**src/sv/kmpc_pkg.sv**
```systemverilog
// Shared constants, operation and status codes for the pixel clustering block.
// No dependencies; every other file imports this package.
package kmpc_pkg;

  localparam int MAX_PIXELS   = 65536;
  localparam int MAX_CLUSTERS = 8;
  localparam int COMP_W       = 16;
  localparam int IDX_W        = $clog2(MAX_PIXELS);
  localparam int CNT_W        = IDX_W + 1;
  localparam int LBL_W        = $clog2(MAX_CLUSTERS);
  localparam int K_W          = LBL_W + 1;
  localparam int SUM_W        = COMP_W + IDX_W + 1;
  localparam int DIST_W       = 2 * (COMP_W + 1) + 2;
  localparam int ITER_W       = 8;
  localparam int KREG_W       = 4;
  localparam int CFG_IDX_W    = 4;
  localparam int CFG_DAT_W    = 8;

  localparam logic [KREG_W-1:0] K_RESET    = KREG_W'(2);
  localparam logic [ITER_W-1:0] ITER_RESET = ITER_W'(50);

  typedef enum logic [1:0] {
    OP_LOAD  = 2'd0,
    OP_RUN   = 2'd1,
    OP_READ  = 2'd2,
    OP_CLEAR = 2'd3
  } op_t;

  localparam logic [1:0] ST_OK       = 2'd0;
  localparam logic [1:0] ST_LIMIT    = 2'd1;
  localparam logic [1:0] ST_TOO_FEW  = 2'd2;
  localparam logic [1:0] ST_BAD_IDX  = 2'd3;

  localparam logic KIND_RUN  = 1'b0;
  localparam logic KIND_READ = 1'b1;

  localparam logic [CFG_IDX_W-1:0] REG_CLUSTER_COUNT  = CFG_IDX_W'(0);
  localparam logic [CFG_IDX_W-1:0] REG_MAX_ITERATIONS = CFG_IDX_W'(1);

endpackage

```
**src/sv/kmpc_divider.sv**
```systemverilog
// Restoring divider: signed sum over unsigned count, truncated toward zero.
// One quotient bit per cycle. Depends on kmpc_pkg.
module kmpc_divider import kmpc_pkg::*; (
  input  logic                    clk,
  input  logic                    rst_n,
  input  logic                    start,
  input  logic signed [SUM_W-1:0] dividend,
  input  logic [CNT_W-1:0]        divisor,
  output logic                    done,
  output logic signed [SUM_W-1:0] quotient
);
  localparam int STEP_W = $clog2(SUM_W + 1);

  logic              busy_r, done_r, neg_r;
  logic [STEP_W-1:0] step_r;
  logic [SUM_W-1:0]  q_r;
  logic [CNT_W:0]    rem_r;
  logic [CNT_W-1:0]  dvs_r;
  logic [CNT_W:0]    rem_sh;
  logic              ge;

  assign rem_sh = {rem_r[CNT_W-1:0], q_r[SUM_W-1]};
  assign ge     = rem_sh >= {1'b0, dvs_r};

  always_ff @(posedge clk) begin
    if (!rst_n) begin
      busy_r <= 1'b0;
      done_r <= 1'b0;
      step_r <= '0;
    end else begin
      done_r <= 1'b0;
      if (start) begin
        busy_r <= 1'b1;
        step_r <= '0;
        neg_r  <= dividend[SUM_W-1];
        q_r    <= dividend[SUM_W-1] ? SUM_W'(-dividend) : SUM_W'(dividend);
        rem_r  <= '0;
        dvs_r  <= divisor;
      end else if (busy_r) begin
        rem_r  <= ge ? rem_sh - {1'b0, dvs_r} : rem_sh;
        q_r    <= {q_r[SUM_W-2:0], ge};
        step_r <= step_r + STEP_W'(1);
        if (step_r == STEP_W'(SUM_W - 1)) begin
          busy_r <= 1'b0;
          done_r <= 1'b1;
        end
      end
    end
  end

  assign done     = done_r;
  assign quotient = neg_r ? -signed'(q_r) : signed'(q_r);
endmodule

```
**config.mk**
```make
export PLATFORM = sky130hd
export DESIGN_NAME = kmpc_divider
export DESIGN_NICKNAME = d
export VERILOG_FILES = /design/src/sv/kmpc_pkg.sv /design/src/sv/kmpc_divider.sv
export SDC_FILE = /design/constraint.sdc
export NUM_CORES = 1
export LEC_CHECK = 0
export ABC_AREA = 1
export BUFFER_PORTS_ARGS = -buffer_cell sky130_fd_sc_hd__buf_2
export CAP_MARGIN = 20
export CELL_PAD_IN_SITES_DETAIL_PLACEMENT = 2
export CELL_PAD_IN_SITES_GLOBAL_PLACEMENT = 2
export CORE_MARGIN = 10
export CORE_UTILIZATION = 33
export DETAILED_ROUTE_END_ITERATION = 7
export GPL_TIMING_DRIVEN = 0
export PLACE_DENSITY_LB_ADDON = 0.1
export SKIP_LAST_GASP = 1
export SLEW_MARGIN = 20
export SYNTH_ARGS = -nofsm -noshare
export SYNTH_HDL_FRONTEND = slang
export SYNTH_SLANG_ARGS = --single-unit
```
**constraint.sdc**
```tcl
create_clock -name clk -period 2.2 [get_ports clk]
set_input_delay 0.22 -clock clk [delete_from_list [all_inputs] [get_ports clk]]
set_output_delay 0.22 -clock clk [all_outputs]
set_load 0.02 [all_outputs]
```
==> summary.md <==
| Metric | Value |
|---|---|
| Status | `complete, but fails checks` |
| Failing checks | `setup timing` |
| Sequential share of the synthesized area | `0.354` |
| Tot Pwr | `0.00607 W` |
| Synth Area in Compound Gates | `0.0635` |
| Detailed Routing Iterations Pass 1 | `6` |
| Sw Ratio | `0.388` |
| Critical R2R Capture | `rem_r[2]` |
| Clock skew | `12.7 ps` |
| Post-synth net total | `972` |
| Hold Fails Final Rpt | `0` |
| Row Count | `50` |
| Core area | `around 19000 um2` |
| Final Slew Violations | `0` |
| Io pins | `87` |
| Critical path peak fanout | `6` |
| PortBufs | `85` |
| DRT iter0 DRCs | `491` |
| Largest family of logic cells by synthesized area | `simple AND/OR/NAND/NOR gates` |
| Die Area | `24800 um2` |
| DIE HEIGHT | `between 150 and 200 um` |
| Simple-Gate Fraction of Synth Area | `0.368` |
| Layout cells sized above 1 | `0.292` |
| Reg power frac | `0.317` |
| CP Capture Point | `quotient[7]` |
| Filler cell count in the final layout | `2194` |
| Clk pwr share | `0.279` |
| GPL Wtd Cong | `about 0.84` |
| Slowest Stage Delay on Critical Path | `580 ps` |
| Worst hold path type | `in2reg` |
| Slowest cell on crit path | `edfxtp_1` |
| Critical Path Start Type | `flip-flop` |
| Vias in the first global route | `6859` |
| Clk buf depth | `2` |
| Final wirelength | `29.2 mm` |
| Logic pwr share | `0.404` |
| Period utilisation layout | `1.14` |
| CTS tree | `built` |
| Critical-path cell list | `nor3_4, inv_1, o21ai_0, xor2_1, buf_2` |
| Syn Inst Count | `897` |
| Drt wl/cell | `about 23 um` |
| Hold-fix buffers at CTS | `0` |
| Non-filler cells, final | `1283` |
| Worst r2r src | `rem_r[10]` |
| Leak | `3.92 nW` |
| GRT Overall Usage | `0.201` |
| Number of synthesized register bits | `between 70 and 80` |
| Crit end category | `output pin` |
| PwrDens | `~710 nW/um2` |
| WS Path Type | `reg2out` |
| Setup TNS | `-2980 ps` |
| P_sw | `between 0.002 and 0.0025 W` |
| Placed Cells | `1217` |
| Unrepaired setup endpoints after global routing | `yes` |
| Clk sinks | `76` |
| Number of buffers created by CTS | `9` |
| Internal power | `around 0.0037 W` |
| Synth Cell Area | `6230 um2` |
| Largest net degree at the start of global routing | `39` |
| Hpwl dp | `19.0 mm` |
| N_diodes | `0` |
| Synthesis warning total | `0` |
| Crit. Startpoint | `q_r[2]` |
| DRC Markers | `0` |
| H-tree levels | `3` |
| Mean Syn Cell Area | `6.94 um2` |
| Clock Latency Late Sink | `approximately 360 ps` |
| Initial antenna violation count | `0` |
| Most frequent cells in the layout | `225 x nand2_1, 124 x inv_1, 83 x nor2_1, 68 x edfxtp_1, 67 x buf_2` |
| Leading cell type in the layout, fill and taps excluded | `nand2_1` |
| Final Net Count | `1119` |
| Die X | `157 um` |
| Root Buffer | `clkbuf_16` |
| Global route total overflow | `0` |
| Cell variety after synth | `41` |
| Fin util | `0.456` |
| Tmin final | `2510 ps` |
| Synth Area in Adders | `0.0454` |
| First-pass GRT wire length | `between 30 and 40 mm` |
| Clock-pin slew on the worst setup and hold paths | `70 ps` |
| Max Clock Freq | `a little under 0.4 GHz` |
| Final setup fails | `29` |
| Register-to-Register Path Depth | `12` |
| Max_cap viols | `0` |
| Setup WS post-layout | `-313 ps` |
| Initial Utilization | `0.334` |
| Slew HR | `0.360` |
| DR vias | `just under 7000` |
| Crit path DAT | `approximately 2300 ps` |
| Worst-Margin Slew | `959 ps` |
| Mux contribution to synthesized area | `0` |
| Max VDD drop | `395 uV` |
| Via density | `roughly 5.3` |
| Worst path required time | `a little under 2000 ps` |
| Antenna-violating nets left | `0` |
| XOR/XNOR Fraction of Synth Area | `0.0661` |
| Setup slack, reg-to-reg | `-20 ps` |
| P&R area growth vs syn | `36.4%` |
[synthesized netlist by cell type (all sizes together)]
cell    number  area [um2]
xor2        39         342
o21a         3        22.5
ha          21         263
nand3       90         485
o21bai       1        7.51
xnor2        8        70.1
edfxtp      68        2040
nand4       16         100
fa           1        20.0
a31oi        2        12.5
nor2       116         473
buf          7        55.1
a211oi       1        7.51
a21oi       17        88.8
or2          2        12.5
o22ai        1        6.26
o31ai        2        15.0
nor3b        1        7.51
nand3b      14         105
nand2      258         998
clkbuf      13        52.6
o211ai       2        15.0
and2         2        12.5
clkinv       3        11.3
dfxtp        8         160
o21ai       44         220
nor3        18         100
inv        139         522
[critical path: cells and delay by family, from the launching register on]
kind / cells / cell delay [ps]
buffers and inverters: 2 / 340
DFF: 1 / 580
xor gates and xnor gates: 1 / 240
AOI/OAI and AO/OA: 1 / 380
and+or+nand+nor: 1 / 400
[kinds of logic (layout without fill, tap and decap cells)]
family | Yosys count | count (layout)
AND/OR/NAND/NOR | 517 | 517
XOR/XNOR | 47 | 47
flip-flops | 76 | 76
adder cells (fa/ha/maj) | 22 | 22
buffers and inverters | 162 | 314
AO/OA/AOI/OAI | 73 | 73
[stage by stage]
step | hold WS [ps] | instance area (um2) | setup slack (ps)
final | 36.2 | 8490 | -313
after floorplan | 319 | 6230 | 192
after detailed placement | 398 | 6970 | -303
after global routing | 29.5 | 8490 | -330
after global placement | 396 | 6950 | -664
after CTS | 30.3 | 7600 | -95.4
[how the worst min path moves through the flow]
stage	depth (start not counted)	endpoint	slack [ps]	from
3_3_place_gp	1	dvs_r[8]	400	divisor[8]
4_1_cts	1	dvs_r[4]	30	divisor[4]
6_report	1	dvs_r[13]	40	divisor[13]
3_5_place_dp	1	dvs_r[4]	400	divisor[4]
2_1_floorplan	0	dvs_r[0]	320	divisor[0]
5_1_grt	1	dvs_r[5]	30	divisor[5]
[flip-flops by register name (all words and copies together), names as in the netlist]
register  flops
q_r          33
dvs_r        17
rem_r        17
step_r        6
busy_r        1
done          1
neg_r         1
[routing by layer]
metal,vias up,track usage,wire length [um]
met5,-,0,0
met1,3409,0.277,13200
li1,3171,-,-
met3,44,0.0317,1320
met2,172,0.326,14100
met4,0,0.0370,599
[power by group through the flow]
stage / clock network, W / logic [W] / registers [W]
floorplan: 0 / 0.00121 / 0.00186
global placement: 0 / 0.00171 / 0.00191
detailed placement: 0 / 0.00179 / 0.00191
CTS: 0.00171 / 0.00193 / 0.00188
global route: 0.00176 / 0.00266 / 0.00193
finish: 0.00169 / 0.00245 / 0.00192
[cell type report]
type | instances | area (um2) | share of cell area
plain buffers | 20 | 129 | 0.0152
repair buffers | 136 | 922 | 0.109
clock buffers | 11 | 243 | 0.0286
inverters | 142 | 534 | 0.0629
clock inverters | 5 | 83.8 | 0.00987
multi-input cells | 659 | 4090 | 0.481
flip-flops and latches | 76 | 2200 | 0.259
well taps | 234 | 293 | 0.0345
[repair_timing]
action / CTS / global route
gates resized for setup: 44 / 151
buffers inserted: 21 / 29
cloned: 0 / 1
pin swaps: 7 / 39
endpoints found under the setup margin: 43 / 45
(Power assumes the default switching activity.)
